[src/design/ps2mct_pkg.sv]
// Shared types, codes and helpers for the PS/2 mouse cursor tracker.
package ps2mct_pkg;

	// Item kinds on the input channel
	typedef enum logic [1:0] {
		FUNC_PS2  = 2'd0,
		FUNC_REL  = 2'd1,
		FUNC_ABS  = 2'd2,
		FUNC_READ = 2'd3
	} func_t;

	// Decoded commands passed from the front end to the executor
	typedef enum logic [1:0] {
		CMD_NOP  = 2'd0,
		CMD_MOVE = 2'd1,
		CMD_ABS  = 2'd2,
		CMD_READ = 2'd3
	} cmd_kind_t;

	// Result status codes
	typedef enum logic [1:0] {
		ST_OK      = 2'd0,
		ST_PENDING = 2'd1,
		ST_SYNC    = 2'd2,
		ST_OVF     = 2'd3
	} status_t;

	// Register indexes (byte address bit 2)
	localparam logic REG_WIDTH  = 1'b0;
	localparam logic REG_HEIGHT = 1'b1;

	localparam int BOUND_W = 13;
	localparam int POS_W   = 12;
	localparam int PROD_W  = 28;

	localparam logic [BOUND_W-1:0] WIDTH_RST  = 13'd1024;
	localparam logic [BOUND_W-1:0] HEIGHT_RST = 13'd768;
	localparam int CURSOR_X_RST = 512;
	localparam int CURSOR_Y_RST = 384;

	// PS/2 header bits
	localparam logic [7:0] SYNC_MASK  = 8'h08;
	localparam logic [7:0] XSIGN_MASK = 8'h10;
	localparam logic [7:0] YSIGN_MASK = 8'h20;
	localparam logic [7:0] OVF_MASK   = 8'hC0;
	localparam logic [7:0] BTN_MASK   = 8'h07;

	// Full scale of absolute positions
	localparam logic [15:0] ABS_FULL = 16'd32767;

	// Decode queue
	localparam int QUEUE_DEPTH = 4;
	localparam int CNT_W       = $clog2(QUEUE_DEPTH + 1);

	typedef struct packed {
		logic [BOUND_W-1:0] w;
		logic [BOUND_W-1:0] h;
		logic [BOUND_W-1:0] w_m1;
		logic [BOUND_W-1:0] h_m1;
	} bounds_t;

	typedef struct packed {
		cmd_kind_t          kind;
		status_t            status;
		logic signed [15:0] dx;
		logic signed [15:0] dy;
		logic [7:0]         buttons;
		logic [BOUND_W-1:0] nx;
		logic [BOUND_W-1:0] ny;
	} cmd_t;

	typedef struct packed {
		logic valid;
		cmd_t cmd;
	} queue_head_t;

	// Usable bound: zero acts as one, capped at the coordinate range
	function automatic logic [BOUND_W-1:0] eff_bound(input logic [BOUND_W-1:0] r,
		input logic [16:0] cap);
		logic [BOUND_W-1:0] res;
		if (r == '0) begin
			res = BOUND_W'(1);
		end else if ({4'b0, r} > cap) begin
			res = cap[BOUND_W-1:0];
		end else begin
			res = r;
		end
		return res;
	endfunction

	// p / 32767 for p < 2^28: estimate with a shift, one correction step
	function automatic logic [BOUND_W-1:0] div_full(input logic [PROD_W-1:0] p);
		logic [BOUND_W-1:0] q0;
		logic [15:0]        rem;
		logic [BOUND_W-1:0] q;
		q0  = p[PROD_W-1:15];
		rem = {1'b0, p[14:0]} + {3'b0, q0};
		q   = (rem >= ABS_FULL) ? q0 + BOUND_W'(1) : q0;
		return q;
	endfunction

endpackage

[src/design/ps2mct_regs.sv]
// Configuration registers (screen bounds) behind the APB-style port.
module ps2mct_regs #(
	parameter int COORD_BITS = 12
) (
	input  logic                  clk,
	input  logic                  arst_n,
	input  logic                  psel,
	input  logic                  penable,
	input  logic                  pwrite,
	input  logic [2:0]            paddr,
	input  logic [31:0]           pwdata,
	output logic [31:0]           prdata,
	output logic                  pready,
	output ps2mct_pkg::bounds_t   bounds
);

	localparam logic [16:0] CAP = 17'(1) << COORD_BITS;

	logic [ps2mct_pkg::BOUND_W-1:0] width_q;
	logic [ps2mct_pkg::BOUND_W-1:0] height_q;
	logic [ps2mct_pkg::BOUND_W-1:0] eff_w;
	logic [ps2mct_pkg::BOUND_W-1:0] eff_h;
	logic                           wr_en;

	assign pready = 1'b1;
	assign wr_en  = psel & penable & pwrite;

	assign eff_w = ps2mct_pkg::eff_bound(pwdata[ps2mct_pkg::BOUND_W-1:0], CAP);
	assign eff_h = eff_w;

	// Raw registers plus the usable bounds derived at write time
	always_ff @(posedge clk or negedge arst_n) begin
		if (!arst_n) begin
			width_q     <= ps2mct_pkg::WIDTH_RST;
			height_q    <= ps2mct_pkg::HEIGHT_RST;
			bounds.w    <= ps2mct_pkg::eff_bound(ps2mct_pkg::WIDTH_RST, CAP);
			bounds.h    <= ps2mct_pkg::eff_bound(ps2mct_pkg::HEIGHT_RST, CAP);
			bounds.w_m1 <= ps2mct_pkg::eff_bound(ps2mct_pkg::WIDTH_RST, CAP)
				- ps2mct_pkg::BOUND_W'(1);
			bounds.h_m1 <= ps2mct_pkg::eff_bound(ps2mct_pkg::HEIGHT_RST, CAP)
				- ps2mct_pkg::BOUND_W'(1);
		end else if (wr_en) begin
			case (paddr[2])
				ps2mct_pkg::REG_WIDTH: begin
					width_q     <= pwdata[ps2mct_pkg::BOUND_W-1:0];
					bounds.w    <= eff_w;
					bounds.w_m1 <= eff_w - ps2mct_pkg::BOUND_W'(1);
				end
				ps2mct_pkg::REG_HEIGHT: begin
					height_q    <= pwdata[ps2mct_pkg::BOUND_W-1:0];
					bounds.h    <= eff_h;
					bounds.h_m1 <= eff_h - ps2mct_pkg::BOUND_W'(1);
				end
				default: ;
			endcase
		end
	end

	// Read back
	always_comb begin
		case (paddr[2])
			ps2mct_pkg::REG_WIDTH:  prdata = {19'b0, width_q};
			ps2mct_pkg::REG_HEIGHT: prdata = {19'b0, height_q};
			default:                prdata = '0;
		endcase
	end

endmodule

[src/design/ps2mct_fifo.sv]
// Small register queue between the decode front end and the executor.
module ps2mct_fifo #(
	parameter int W     = 8,
	parameter int DEPTH = 4
) (
	input  logic                         clk,
	input  logic                         arst_n,
	input  logic                         push,
	input  logic [W-1:0]                 wdata,
	input  logic                         pop,
	output logic [W-1:0]                 rdata,
	output logic                         empty,
	output logic [$clog2(DEPTH+1)-1:0]   count
);

	localparam int AW = (DEPTH > 1) ? $clog2(DEPTH) : 1;
	localparam int CW = $clog2(DEPTH + 1);

	logic [W-1:0]  mem_q [DEPTH];
	logic [AW-1:0] wr_ptr_q;
	logic [AW-1:0] rd_ptr_q;
	logic [CW-1:0] count_q;

	assign rdata = mem_q[rd_ptr_q];
	assign empty = (count_q == '0);
	assign count = count_q;

	always_ff @(posedge clk) begin
		if (push) begin
			mem_q[wr_ptr_q] <= wdata;
		end
	end

	// Pointers and fill count
	always_ff @(posedge clk or negedge arst_n) begin
		if (!arst_n) begin
			wr_ptr_q <= '0;
			rd_ptr_q <= '0;
			count_q  <= '0;
		end else begin
			if (push) begin
				wr_ptr_q <= (wr_ptr_q == AW'(DEPTH - 1)) ? '0 : wr_ptr_q + AW'(1);
			end
			if (pop) begin
				rd_ptr_q <= (rd_ptr_q == AW'(DEPTH - 1)) ? '0 : rd_ptr_q + AW'(1);
			end
			case ({push, pop})
				2'b10:   count_q <= count_q + CW'(1);
				2'b01:   count_q <= count_q - CW'(1);
				default: count_q <= count_q;
			endcase
		end
	end

	a_count_range: assert property (@(posedge clk) disable iff (!arst_n)
		count_q <= CW'(DEPTH))
		else $error("queue count beyond depth");

	a_no_overflow: assert property (@(posedge clk) disable iff (!arst_n)
		push && !pop |-> count_q < CW'(DEPTH))
		else $error("push into full queue");

	a_no_underflow: assert property (@(posedge clk) disable iff (!arst_n)
		pop |-> !empty)
		else $error("pop from empty queue");

endmodule

[src/design/ps2mct_front.sv]
// Front end: accepts items, assembles PS/2 packets, scales absolute positions.
module ps2mct_front (
	input  logic                         clk,
	input  logic                         arst_n,
	input  logic                         in_valid,
	output logic                         in_stall,
	input  logic [1:0]                   func,
	input  logic [7:0]                   data_byte,
	input  logic signed [15:0]           delta_x,
	input  logic signed [15:0]           delta_y,
	input  logic [14:0]                  abs_x,
	input  logic [14:0]                  abs_y,
	input  logic [7:0]                   buttons_in,
	input  ps2mct_pkg::bounds_t          bounds,
	input  logic [ps2mct_pkg::CNT_W-1:0] queue_count,
	output logic                         push,
	output ps2mct_pkg::cmd_t             push_cmd
);

	typedef enum logic [1:0] {
		PKT_HEAD,
		PKT_XMOVE,
		PKT_YMOVE
	} pkt_state_t;

	pkt_state_t pkt_q, pkt_d;
	logic [7:0] hdr_q, hdr_d;
	logic [7:0] xm_q, xm_d;

	logic                               s1_valid_q;
	ps2mct_pkg::cmd_kind_t              kind_s1, kind_d;
	ps2mct_pkg::status_t                status_s1, status_d;
	logic signed [15:0]                 dx_s1, dx_d;
	logic signed [15:0]                 dy_s1, dy_d;
	logic [7:0]                         btn_s1, btn_d;
	logic [ps2mct_pkg::PROD_W-1:0]      px_s1;
	logic [ps2mct_pkg::PROD_W-1:0]      py_s1;

	logic               accept;
	logic [8:0]         xv9;
	logic [8:0]         yv9;
	logic signed [15:0] yv16;

	// Credit check: queue entries plus the item in stage 1
	assign in_stall = ({1'b0, queue_count} + (ps2mct_pkg::CNT_W + 1)'(s1_valid_q))
		>= (ps2mct_pkg::CNT_W + 1)'(ps2mct_pkg::QUEUE_DEPTH);
	assign accept = in_valid & ~in_stall;

	// Packet moves, 9-bit two's complement
	assign xv9  = {(|(hdr_q & ps2mct_pkg::XSIGN_MASK)), xm_q};
	assign yv9  = {(|(hdr_q & ps2mct_pkg::YSIGN_MASK)), data_byte};
	assign yv16 = {{7{yv9[8]}}, yv9};

	// Classify the item
	always_comb begin
		pkt_d    = pkt_q;
		hdr_d    = hdr_q;
		xm_d     = xm_q;
		kind_d   = ps2mct_pkg::CMD_NOP;
		status_d = ps2mct_pkg::ST_OK;
		dx_d     = delta_x;
		dy_d     = delta_y;
		btn_d    = buttons_in;
		case (ps2mct_pkg::func_t'(func))
			ps2mct_pkg::FUNC_PS2: begin
				case (pkt_q)
					PKT_HEAD: begin
						if ((data_byte & ps2mct_pkg::SYNC_MASK) == '0) begin
							status_d = ps2mct_pkg::ST_SYNC;
						end else begin
							hdr_d    = data_byte;
							pkt_d    = PKT_XMOVE;
							status_d = ps2mct_pkg::ST_PENDING;
						end
					end
					PKT_XMOVE: begin
						xm_d     = data_byte;
						pkt_d    = PKT_YMOVE;
						status_d = ps2mct_pkg::ST_PENDING;
					end
					PKT_YMOVE: begin
						pkt_d = PKT_HEAD;
						if ((hdr_q & ps2mct_pkg::OVF_MASK) != '0) begin
							status_d = ps2mct_pkg::ST_OVF;
						end else begin
							kind_d = ps2mct_pkg::CMD_MOVE;
							dx_d   = {{7{xv9[8]}}, xv9};
							dy_d   = -yv16;
							btn_d  = hdr_q & ps2mct_pkg::BTN_MASK;
						end
					end
					default: pkt_d = PKT_HEAD;
				endcase
			end
			ps2mct_pkg::FUNC_REL:  kind_d = ps2mct_pkg::CMD_MOVE;
			ps2mct_pkg::FUNC_ABS:  kind_d = ps2mct_pkg::CMD_ABS;
			ps2mct_pkg::FUNC_READ: kind_d = ps2mct_pkg::CMD_READ;
			default:               kind_d = ps2mct_pkg::CMD_NOP;
		endcase
	end

	// Packet state and stage 1 register (scaling products taken here)
	always_ff @(posedge clk or negedge arst_n) begin
		if (!arst_n) begin
			pkt_q      <= PKT_HEAD;
			s1_valid_q <= 1'b0;
		end else begin
			s1_valid_q <= accept;
			if (accept) begin
				pkt_q     <= pkt_d;
				hdr_q     <= hdr_d;
				xm_q      <= xm_d;
				kind_s1   <= kind_d;
				status_s1 <= status_d;
				dx_s1     <= dx_d;
				dy_s1     <= dy_d;
				btn_s1    <= btn_d;
				px_s1     <= abs_x * bounds.w_m1;
				py_s1     <= abs_y * bounds.h_m1;
			end
		end
	end

	// Finish the scaling and hand the command to the queue
	assign push = s1_valid_q;
	always_comb begin
		push_cmd.kind    = kind_s1;
		push_cmd.status  = status_s1;
		push_cmd.dx      = dx_s1;
		push_cmd.dy      = dy_s1;
		push_cmd.buttons = btn_s1;
		push_cmd.nx      = ps2mct_pkg::div_full(px_s1);
		push_cmd.ny      = ps2mct_pkg::div_full(py_s1);
	end

endmodule

[src/design/ps2mct_back.sv]
// Executor: applies commands to the cursor state and holds the result register.
module ps2mct_back #(
	parameter int COORD_BITS = 12
) (
	input  logic                         clk,
	input  logic                         arst_n,
	input  ps2mct_pkg::bounds_t          bounds,
	input  ps2mct_pkg::queue_head_t      head,
	output logic                         pop,
	output logic                         out_valid,
	input  logic                         out_stall,
	output logic [11:0]                  pos_x,
	output logic [11:0]                  pos_y,
	output logic [7:0]                   buttons_out,
	output logic                         moved,
	output logic                         clicked,
	output logic [1:0]                   event_status
);

	// Cursor storage: holds the reset position and any in-bound value
	localparam int CUR_W = (COORD_BITS < 10) ? 10 :
		((COORD_BITS > ps2mct_pkg::BOUND_W) ? ps2mct_pkg::BOUND_W : COORD_BITS);
	localparam int SUM_W = 18;
	localparam int BW    = ps2mct_pkg::BOUND_W;

	logic [CUR_W-1:0] cursor_x_q, cx_d;
	logic [CUR_W-1:0] cursor_y_q, cy_d;
	logic [7:0]       button_q, btn_d;
	logic             moved_q, mv_d;
	logic             clicked_q, ck_d;
	logic             out_valid_q;

	logic signed [SUM_W-1:0] sum_x;
	logic signed [SUM_W-1:0] sum_y;
	ps2mct_pkg::cmd_t        c;

	function automatic logic [BW-1:0] clamp(input logic signed [SUM_W-1:0] v,
		input logic [BW-1:0] b);
		logic [BW-1:0] res;
		if (v[SUM_W-1]) begin
			res = '0;
		end else if (v[SUM_W-2:0] >= (SUM_W-1)'(b)) begin
			res = b - BW'(1);
		end else begin
			res = v[BW-1:0];
		end
		return res;
	endfunction

	assign c   = head.cmd;
	assign pop = head.valid & (~out_valid_q | ~out_stall);

	assign sum_x = $signed({{(SUM_W-CUR_W){1'b0}}, cursor_x_q})
		+ $signed({{(SUM_W-16){c.dx[15]}}, c.dx});
	assign sum_y = $signed({{(SUM_W-CUR_W){1'b0}}, cursor_y_q})
		+ $signed({{(SUM_W-16){c.dy[15]}}, c.dy});

	// Next state for the command at the queue head
	always_comb begin
		cx_d  = cursor_x_q;
		cy_d  = cursor_y_q;
		btn_d = button_q;
		mv_d  = moved_q;
		ck_d  = clicked_q;
		case (c.kind)
			ps2mct_pkg::CMD_MOVE: begin
				cx_d  = CUR_W'(clamp(sum_x, bounds.w));
				cy_d  = CUR_W'(clamp(sum_y, bounds.h));
				mv_d  = moved_q | (c.dx != '0) | (c.dy != '0);
				ck_d  = clicked_q | (c.buttons != button_q);
				btn_d = c.buttons;
			end
			ps2mct_pkg::CMD_ABS: begin
				cx_d  = CUR_W'(c.nx);
				cy_d  = CUR_W'(c.ny);
				mv_d  = moved_q | (c.nx != BW'(cursor_x_q)) | (c.ny != BW'(cursor_y_q));
				ck_d  = clicked_q | (c.buttons != button_q);
				btn_d = c.buttons;
			end
			default: ;
		endcase
	end

	// State update and result register
	always_ff @(posedge clk or negedge arst_n) begin
		if (!arst_n) begin
			cursor_x_q  <= CUR_W'(ps2mct_pkg::CURSOR_X_RST);
			cursor_y_q  <= CUR_W'(ps2mct_pkg::CURSOR_Y_RST);
			button_q    <= '0;
			moved_q     <= 1'b0;
			clicked_q   <= 1'b0;
			out_valid_q <= 1'b0;
		end else begin
			if (pop) begin
				out_valid_q  <= 1'b1;
				cursor_x_q   <= cx_d;
				cursor_y_q   <= cy_d;
				button_q     <= btn_d;
				moved_q      <= (c.kind == ps2mct_pkg::CMD_READ) ? 1'b0 : mv_d;
				clicked_q    <= (c.kind == ps2mct_pkg::CMD_READ) ? 1'b0 : ck_d;
				pos_x        <= ps2mct_pkg::POS_W'(cx_d);
				pos_y        <= ps2mct_pkg::POS_W'(cy_d);
				buttons_out  <= btn_d;
				moved        <= mv_d;
				clicked      <= ck_d;
				event_status <= c.status;
			end else if (!out_stall) begin
				out_valid_q <= 1'b0;
			end
		end
	end

	assign out_valid = out_valid_q;

	a_move_in_bounds: assert property (@(posedge clk) disable iff (!arst_n)
		pop && c.kind == ps2mct_pkg::CMD_MOVE |=>
			BW'(cursor_x_q) < $past(bounds.w) && BW'(cursor_y_q) < $past(bounds.h))
		else $error("cursor outside bounds after move");

	a_read_clears: assert property (@(posedge clk) disable iff (!arst_n)
		pop && c.kind == ps2mct_pkg::CMD_READ |=> !moved_q && !clicked_q)
		else $error("read did not clear sticky flags");

	a_hold_blocks_pop: assert property (@(posedge clk) disable iff (!arst_n)
		out_valid_q && out_stall |-> !pop)
		else $error("executor popped while result held");

endmodule

[src/design/ps2_mouse_cursor_tracker_core.sv]
// PS/2 mouse cursor tracker: top level.
//
// Input channel (in_valid / in_stall) takes one item per cycle while in_stall
// is low: func selects a PS/2 byte, a relative move, an absolute position or a
// read that clears the sticky moved and clicked flags. Every item yields
// exactly one result on the output channel (out_valid / out_stall) with the
// cursor, buttons, flags and an event status.
// Each accepted item is decoded and its scaling products taken in stage 1,
// then it is written to the queue, then the executor loads the result register.
// Throughput is one item per cycle when neither channel stalls.
// When out_stall is high the result register holds; the four-entry queue
// keeps taking items until it and stage 1 together hold four items, then
// in_stall rises.
// Reset clears the queue and the packet assembler, puts the cursor at 512,384
// with buttons and flags clear, and sets bounds 1024 by 768. Bounds, written
// at 0x0 (width) and 0x4 (height) of the APB port, do not re-clamp the cursor;
// the user must write them only while no item is in flight (not enforced).
module ps2_mouse_cursor_tracker_core #(
	parameter int COORD_BITS = 12
) (
	input  logic               clk,
	input  logic               arst_n,
	input  logic               psel,
	input  logic               penable,
	input  logic               pwrite,
	input  logic [2:0]         paddr,
	input  logic [31:0]        pwdata,
	output logic [31:0]        prdata,
	output logic               pready,
	input  logic               in_valid,
	output logic               in_stall,
	input  logic [1:0]         func,
	input  logic [7:0]         data_byte,
	input  logic signed [15:0] delta_x,
	input  logic signed [15:0] delta_y,
	input  logic [14:0]        abs_x,
	input  logic [14:0]        abs_y,
	input  logic [7:0]         buttons_in,
	output logic               out_valid,
	input  logic               out_stall,
	output logic [11:0]        pos_x,
	output logic [11:0]        pos_y,
	output logic [7:0]         buttons_out,
	output logic               moved,
	output logic               clicked,
	output logic [1:0]         event_status
);

	localparam int CMD_W = $bits(ps2mct_pkg::cmd_t);

	ps2mct_pkg::bounds_t          bounds;
	logic                         push;
	ps2mct_pkg::cmd_t             push_cmd;
	logic                         pop;
	logic [CMD_W-1:0]             q_rdata;
	logic                         q_empty;
	logic [ps2mct_pkg::CNT_W-1:0] q_count;
	ps2mct_pkg::queue_head_t      head;

	ps2mct_regs #(
		.COORD_BITS(COORD_BITS)
	) u_regs (
		.clk     (clk),
		.arst_n  (arst_n),
		.psel    (psel),
		.penable (penable),
		.pwrite  (pwrite),
		.paddr   (paddr),
		.pwdata  (pwdata),
		.prdata  (prdata),
		.pready  (pready),
		.bounds  (bounds)
	);

	ps2mct_front u_front (
		.clk         (clk),
		.arst_n      (arst_n),
		.in_valid    (in_valid),
		.in_stall    (in_stall),
		.func        (func),
		.data_byte   (data_byte),
		.delta_x     (delta_x),
		.delta_y     (delta_y),
		.abs_x       (abs_x),
		.abs_y       (abs_y),
		.buttons_in  (buttons_in),
		.bounds      (bounds),
		.queue_count (q_count),
		.push        (push),
		.push_cmd    (push_cmd)
	);

	ps2mct_fifo #(
		.W     (CMD_W),
		.DEPTH (ps2mct_pkg::QUEUE_DEPTH)
	) u_queue (
		.clk    (clk),
		.arst_n (arst_n),
		.push   (push),
		.wdata  (push_cmd),
		.pop    (pop),
		.rdata  (q_rdata),
		.empty  (q_empty),
		.count  (q_count)
	);

	assign head.valid = ~q_empty;
	assign head.cmd   = ps2mct_pkg::cmd_t'(q_rdata);

	ps2mct_back #(
		.COORD_BITS(COORD_BITS)
	) u_back (
		.clk          (clk),
		.arst_n       (arst_n),
		.bounds       (bounds),
		.head         (head),
		.pop          (pop),
		.out_valid    (out_valid),
		.out_stall    (out_stall),
		.pos_x        (pos_x),
		.pos_y        (pos_y),
		.buttons_out  (buttons_out),
		.moved        (moved),
		.clicked      (clicked),
		.event_status (event_status)
	);

endmodule

[config.mk]
export PLATFORM = sky130hd
export DESIGN_NAME = ps2_mouse_cursor_tracker_core
export DESIGN_NICKNAME = d
export VERILOG_FILES = /design/src/design/ps2mct_pkg.sv /design/src/design/ps2mct_regs.sv /design/src/design/ps2mct_fifo.sv /design/src/design/ps2mct_front.sv /design/src/design/ps2mct_back.sv /design/src/design/ps2_mouse_cursor_tracker_core.sv
export SDC_FILE = /design/constraint.sdc
export NUM_CORES = 2
export LEC_CHECK = 0
export BUFFER_PORTS_ARGS = -buffer_cell sky130_fd_sc_hd__buf_2
export CAP_MARGIN = 20
export CORE_MARGIN = 2
export CORE_UTILIZATION = 24
export CTS_BUF_LIST = sky130_fd_sc_hd__clkbuf_8
export CTS_CLUSTER_SIZE = 24
export DETAILED_ROUTE_END_ITERATION = 6
export GPL_TIMING_DRIVEN = 0
export SETUP_SLACK_MARGIN = 0.1
export SLEW_MARGIN = 5
export SYNTH_ARGS = -nofsm -noshare
export SYNTH_HDL_FRONTEND = slang
export SYNTH_SLANG_ARGS = --single-unit
[constraint.sdc]
create_clock -name clk -period 5.9 [get_ports clk]
set_input_delay 1.18 -clock clk [delete_from_list [all_inputs] [get_ports clk]]
set_output_delay 1.18 -clock clk [all_outputs]
set_load 0.005 [all_outputs]
Word-level counts from Yosys, hierarchy flattened
Memories as Yosys holds them, arrays and structs flattened.
Index checks and enable logic that the tools add are counted.
{ "op_classes": {"mul": 2, "mux": 40, "n_bitwise": 16, "reduce_logical": 17, "n_lt_le_gt_ge": 6, "eq_ne": 17, "n_addsub": 15} }
{ "op_table": {"columns": ["cell", "n"], "rows": [
  ["$mux W16", 6],
  ["$pmux W32 S2", 1],
  ["$mul A15 B13 Y28", 2],
  ["$mux W13", 4],
  ["$mux W12", 4],
  ["$pmux W12 S2", 2],
  ["$add A13 B16 Y17", 2],
  ["$ge A17 B13 Y1", 2],
  ["$add A15 B13 Y16", 2],
  ["$ge A16 B15 Y1 const B", 2],
  ["$mux W8", 4],
  ["$reduce_bool A16 Y1", 2],
  ["$add A13 B1 Y13 const B", 2],
  ["$ne A13 B12 Y1", 2],
  ["$sub A12 B1 Y12 const B", 2],
  ["$eq A2 B2 Y1 const B", 8],
  ["$neg A9 Y16", 1],
  ["$gt A13 B13 Y1 const B", 1],
  ["$logic_not A13 Y1", 1],
  ["$sub A13 B1 Y13 const B", 1],
  ["$mux W2", 6],
  ["$eq A2 B1 Y1 const B", 4],
  ["$logic_not A8 Y1", 1],
  ["$mux W1", 8],
  ["other kinds (25)", 43]
]} }
{ "word_totals": {"memories": 1, "mem_bits_rw": 280, "reg_bits": 275, "out_inout_bits": 71} }
{ "mem_list": {"columns": ["memory", "depth", "width", "read_ports", "rd_ports_with_merged_regs", "write_ports", "line", "text"], "rows": [
  ["u_queue.mem_q", 4, 70, 1, 0, 1, "ps2mct_fifo.sv:19", "logic [W-1:0] mem_q [DEPTH];"]
]} }

Longest topological paths before layout
An unclocked memory read counts as a cell.
{ "logic_depth": {"depth_word": 6, "mapped_depth": 27, "ltp_nobuf": 21} }

Cells and area by module
A second synthesis with hierarchy kept.
{ "unflattened": {"hier_cells": 3606, "hier_area_um2": 39934.6} }
{ "by_module_without_submodules": {"columns": ["mod", "seq_area_each_um2", "area_per_inst_um2", "n_inst", "cells_each"], "rows": [
  ["ps2mct_front", 3528.4, 19100.8, 1, 2044],
  ["ps2mct_fifo", 8583.2, 10591.4, 1, 403],
  ["ps2mct_back", 1960.6, 6606.3, 1, 774],
  ["ps2mct_regs", 1983.2, 3632.2, 1, 384],
  ["ps2_mouse_cursor_tracker_core", 0.0, 3.8, 1, 1]
]} }

Least setup slack after synthesis
Ideal clock, no wire load.
{ "synth_path": {"path_kind": "input to register", "start": "input abs_y[5]", "end": "register u_front.py_s1[27] (netlist bit) (data pin)", "required_time_ns": 5.640, "path_buffers": 1, "arrival_time_ns": 6.326, "path_stages": 20, "path_slack_ns": -0.686, "path_cell_list": "clkbuf_1 nand2_1 fa_1 inv_1 fa_1 fa_1 fa_1 inv_1 fa_1 inv_1 ha_1 a21o_1 a21o_1 a221o_1 nor2_1 a31oi_1 a2111oi_0 o21bai_1 a21oi_1 xnor2_1"} }
{ "synth_via": {"elab_chain_len": 1} }
{ "synth_lines": {"columns": ["item", "line", "text"], "rows": [
  ["start: declaration", "ps2_mouse_cursor_tracker_core.sv:37", "input logic [14:0] abs_y,"],
  ["$mul A15 B13 Y28", "ps2mct_front.sv:119", "py_s1 <= abs_y * bounds.h_m1;"],
  ["end signal: assignment", "ps2mct_front.sv:119", null],
  ["end: declaration", "ps2mct_front.sv:37", "logic [ps2mct_pkg::PROD_W-1:0] py_s1;"]
]} }
Every way passes these cells.
A chain may end at the register's enable or synchronous reset.

Worst setup path after layout
{ "layout_path": {"start": "input abs_x[9]", "end": "register u_front.px_s1[26] (netlist bit) (data pin)"} }
{ "layout_via": {"elab_chain_len": 1} }
{ "layout_lines": {"columns": ["item", "line", "text"], "rows": [
  ["start: declaration", "ps2_mouse_cursor_tracker_core.sv:36", "input logic [14:0] abs_x,"],
  ["$mul A15 B13 Y28", "ps2mct_front.sv:118", "px_s1 <= abs_x * bounds.w_m1;"],
  ["end signal: assignment", "ps2mct_front.sv:118", null],
  ["end: declaration", "ps2mct_front.sv:36", "logic [ps2mct_pkg::PROD_W-1:0] px_s1;"]
]} }
Every way passes these cells.

==> flow_metrics.tcl <==
set metrics [dict create \
    outcome "finished clean" \
    drive_gt1_frac 0.200 \
    cts_tree "done" \
    critPathKind "input port to flop" \
    worstSkewPairLatency_ns 0.75 \
    gp_routability_congestion 0.884 \
    critical_path_arrival_ns 6.25 \
    grt_pass1_vias 26200 \
    cts.reportedPaths.clkPinSlew_ns 0.06 \
    die-width_um 404 \
    rows 146 \
    rsz0062_at_grt "yes" \
    dieHeight_um 404 \
    fill_cells 16200 \
    drc_errors 0 \
    synth_ff_type "edfxtp_1" \
    skew_ns 0.0525 \
    fp.coreArea_um2 158000 \
    portBuffers 150 \
    viasPerCell 4.50 \
    dp_slack_ns -1.44 \
    hold_class "input port to asynchronous set/reset pin" \
    clk_path_buf_depth 3 \
    hold_viol 0 \
    worst-endpoint-required_ns 6.36 \
    design_area_um2 45500 \
    antenna_found_initial 19 \
    grt_max_degree 90 \
    wl_per_cell_um 18.1 \
    maxClockFrequency_ghz 0.173 \
    slew_violations 0 \
    ys_seq_elements 554 \
    avgSynthCellArea_um2 11.6 \
    slew_headroom 0.319 \
    grt_first_pass_wirelength_um 158000 \
    grt-ovfl-total 0 \
    die_area_um2 163000 \
    synth_cells 3309 \
    ant_nets 0 \
    max_slew.worst_pin.slew_ns 1.01 \
    stdcell_count 5779 \
    hold_buffers 0 \
    cp-start-kind "input port" \
    firstDrtPassIters 6 \
    htreeDepth 3 \
    area_growth_pct 18.7 \
    drv_cap 0 \
    fin_setup_tns_ns 0 \
    ys_seq_area_frac 0.419 \
    cts_made_buffers 88 \
    yosysUniqueCellTypes 76 \
    clock-root-buffer "clkbuf_8" \
    synthArstFlopShare 0.222 \
    r2r_slack_ns 0.15 \
    grt.total_usage 0.128 \
    finalSetupViolations 0 \
    crit_path_end_kind "flop" \
    synth_edf_count 431 \
    placed_cell_area_um2 42500 \
    timing.critical_path.fanout_max 10 \
    syn-cell-area_um2 38300 \
    post-route-min-period_ns 5.79 \
    initial_utilization 0.242 \
    fin_crit_sh 0.981 \
    ys_warn_count 0 \
    layout.nets 4278 \
    cts_sinks 554 \
    io_pins 193 \
    drt-total-wl_um 105000 \
    drt_iter0_drc 2176 \
    via_count 26000 \
    dp_cells 5559 \
    setup_ws_ns 0.115 \
    dp_hpwl_um 80900 \
]
==> layer usage <==
| metal | share of wire | up-vias | track usage |
|---|---|---|---|
| li1 | - | 11900 | - |
| met1 | 0.44 | 13000 | 0.172 |
| met2 | 0.45 | 881 | 0.198 |
| met3 | 0.077 | 196 | 0.0334 |
| met4 | 0.032 | 12 | 0.0414 |
| met5 | 0.00071 | - | 0 |
==> sequential cells by signal, summed over array words and instances, names as in the netlist, 8 cells and up <==
name,cells
u_back.button_q,8
u_back.buttons_out,8
u_back.cursor_x_q,12
u_back.cursor_y_q,12
u_back.pos_x,12
u_back.pos_y,12
u_front.btn_s1,8
u_front.dx_s1,16
u_front.dy_s1,16
u_front.px_s1,28
u_front.py_s1,28
u_front.xm_q,8
u_queue.mem_q,280
u_regs.bounds,52
u_regs.height_q,13
u_regs.width_q,13
==> worst paths after layout <==
path                            cells after the start                              to                           from
worst max-delay path                               21     u_front.px_s1[26]$_DFFE_PP_                       abs_x[9]
min in group clk                                    0  u_queue.mem_q[2][34]$_DFFE_PP_     u_front.dy_s1[0]$_DFFE_PP_
worst min-delay path                                1  u_back.button_q[7]$_DFFE_PN0P_                         arst_n
worst min register to register                      0  u_queue.mem_q[2][34]$_DFFE_PP_     u_front.dy_s1[0]$_DFFE_PP_
worst max register to register                     20     u_front.px_s1[26]$_DFFE_PP_  u_regs.bounds[20]$_DFFE_PN1P_
max in group asynchronous                           2   u_regs.bounds[23]$_DFFE_PN0P_                         arst_n
==> cells by family after synthesis <==
family,after synthesis,share of synthesized area
AOI/OAI and AO/OA,408,0.0693
xor gates and xnor gates,168,0.0384
adders and majority gates,528,0.229
buffers and inverters,608,0.0639
DFF,554,0.419
muxes,166,0.0691
other,2,0.000196
and+or+nand+nor,875,0.111
==> repair_timing <==
action,4_1_cts,5_1_grt
gates resized for setup,122,121
endpoints found under the setup margin,67,58
pin swaps,10,51
gates cloned,0,2
buffers inserted,21,33
==> stage by stage <==
step / hold WS [ns] / utilization
floorplan: 0.446 / -
global placement: 0.463 / 0.267
detailed placement: 0.480 / 0.269
CTS: 0.306 / 0.283
global route: 0.316 / 0.287
finish: 0.331 / 0.287
==> cell usage in the layout (no fill, tap or decap), types with 38 or more instances in the layout <==
| cell type | Yosys | routed |
|---|---|---|
| inv_1 | 464 | 492 |
| nor3_1 | 40 | 38 |
| mux4_2 | 59 | 61 |
| buf_2 | 10 | 151 |
| buf_4 | 24 | 81 |
| a21oi_1 | 81 | 67 |
| xor2_1 | 56 | 55 |
| a21o_1 | 49 | 49 |
| nor2_1 | 83 | 80 |
| nand2_1 | 388 | 376 |
| o21ai_0 | 121 | 111 |
| fa_1 | 291 | 282 |
| mux2_2 | 82 | 82 |
| xnor2_1 | 112 | 107 |
| edfxtp_1 | 431 | 431 |
| ha_1 | 237 | 215 |
| dfrtp_1 | 95 | 92 |
| clkbuf_8 | 0 | 101 |
| and2_1 | 203 | 190 |
| clkbuf_1 | 94 | 40 |
==> synthesized netlist by cell type, types with 17 or more instances <==
master,number,area share
a21o_1,49,0.0096
nor4_1,21,0.0034
mux4_2,59,0.035
fa_1,291,0.15
o221ai_1,32,0.0073
buf_4,24,0.0047
nor2_1,83,0.0081
and3_1,20,0.0033
nand3_1,36,0.0047
inv_1,464,0.045
and2_1,203,0.033
nand4_1,20,0.0033
dfrtp_1,95,0.062
a21oi_1,81,0.011
nand2b_1,26,0.0042
xor2_1,56,0.013
a211oi_1,17,0.0033
edfxtp_1,431,0.34
clkbuf_1,94,0.0092
dfstp_2,28,0.019
nand2_1,388,0.038
mux2_2,82,0.024
xnor2_1,112,0.026
ha_1,237,0.077
o21ai_0,121,0.016
nor3_1,40,0.0052
==> critical path, stage by stage <==
cell and delay [ns]:
buf_2 0.11, clkbuf_4 0.22, nand2_1 0.10, fa_1 0.50, fa_1 0.51, inv_1 0.05, fa_1 0.53, fa_1 0.55
inv_1 0.05, fa_1 0.47, inv_1 0.06, ha_4 0.26, a21oi_4 0.14, a21boi_2 0.08, a21oi_2 0.19, a31oi_2 0.14
a41o_1 0.22, o41a_1 0.35, a21o_1 0.17, a21o_1 0.17, xor2_2 0.16
==> final cells by class <==
| class | count | area [um2] | share of cell area |
|---|---|---|---|
| Antenna cell | 5 | 12.5 | 0.000275 |
| Clock inverter | 75 | 475 | 0.0105 |
| Buffer | 138 | 1200 | 0.0264 |
| Timing Repair Buffer | 216 | 1480 | 0.0326 |
| Tap cell | 2072 | 2590 | 0.0570 |
| Clock buffer | 89 | 1220 | 0.0269 |
| Sequential cell | 554 | 16100 | 0.353 |
| Inverter | 465 | 1750 | 0.0384 |
| Multi-Input combinational cell | 2165 | 20700 | 0.455 |
Power is left out: the tool's default activity adds up to more than one toggle a clock period on the data nets, which glitch-free logic cannot reach.
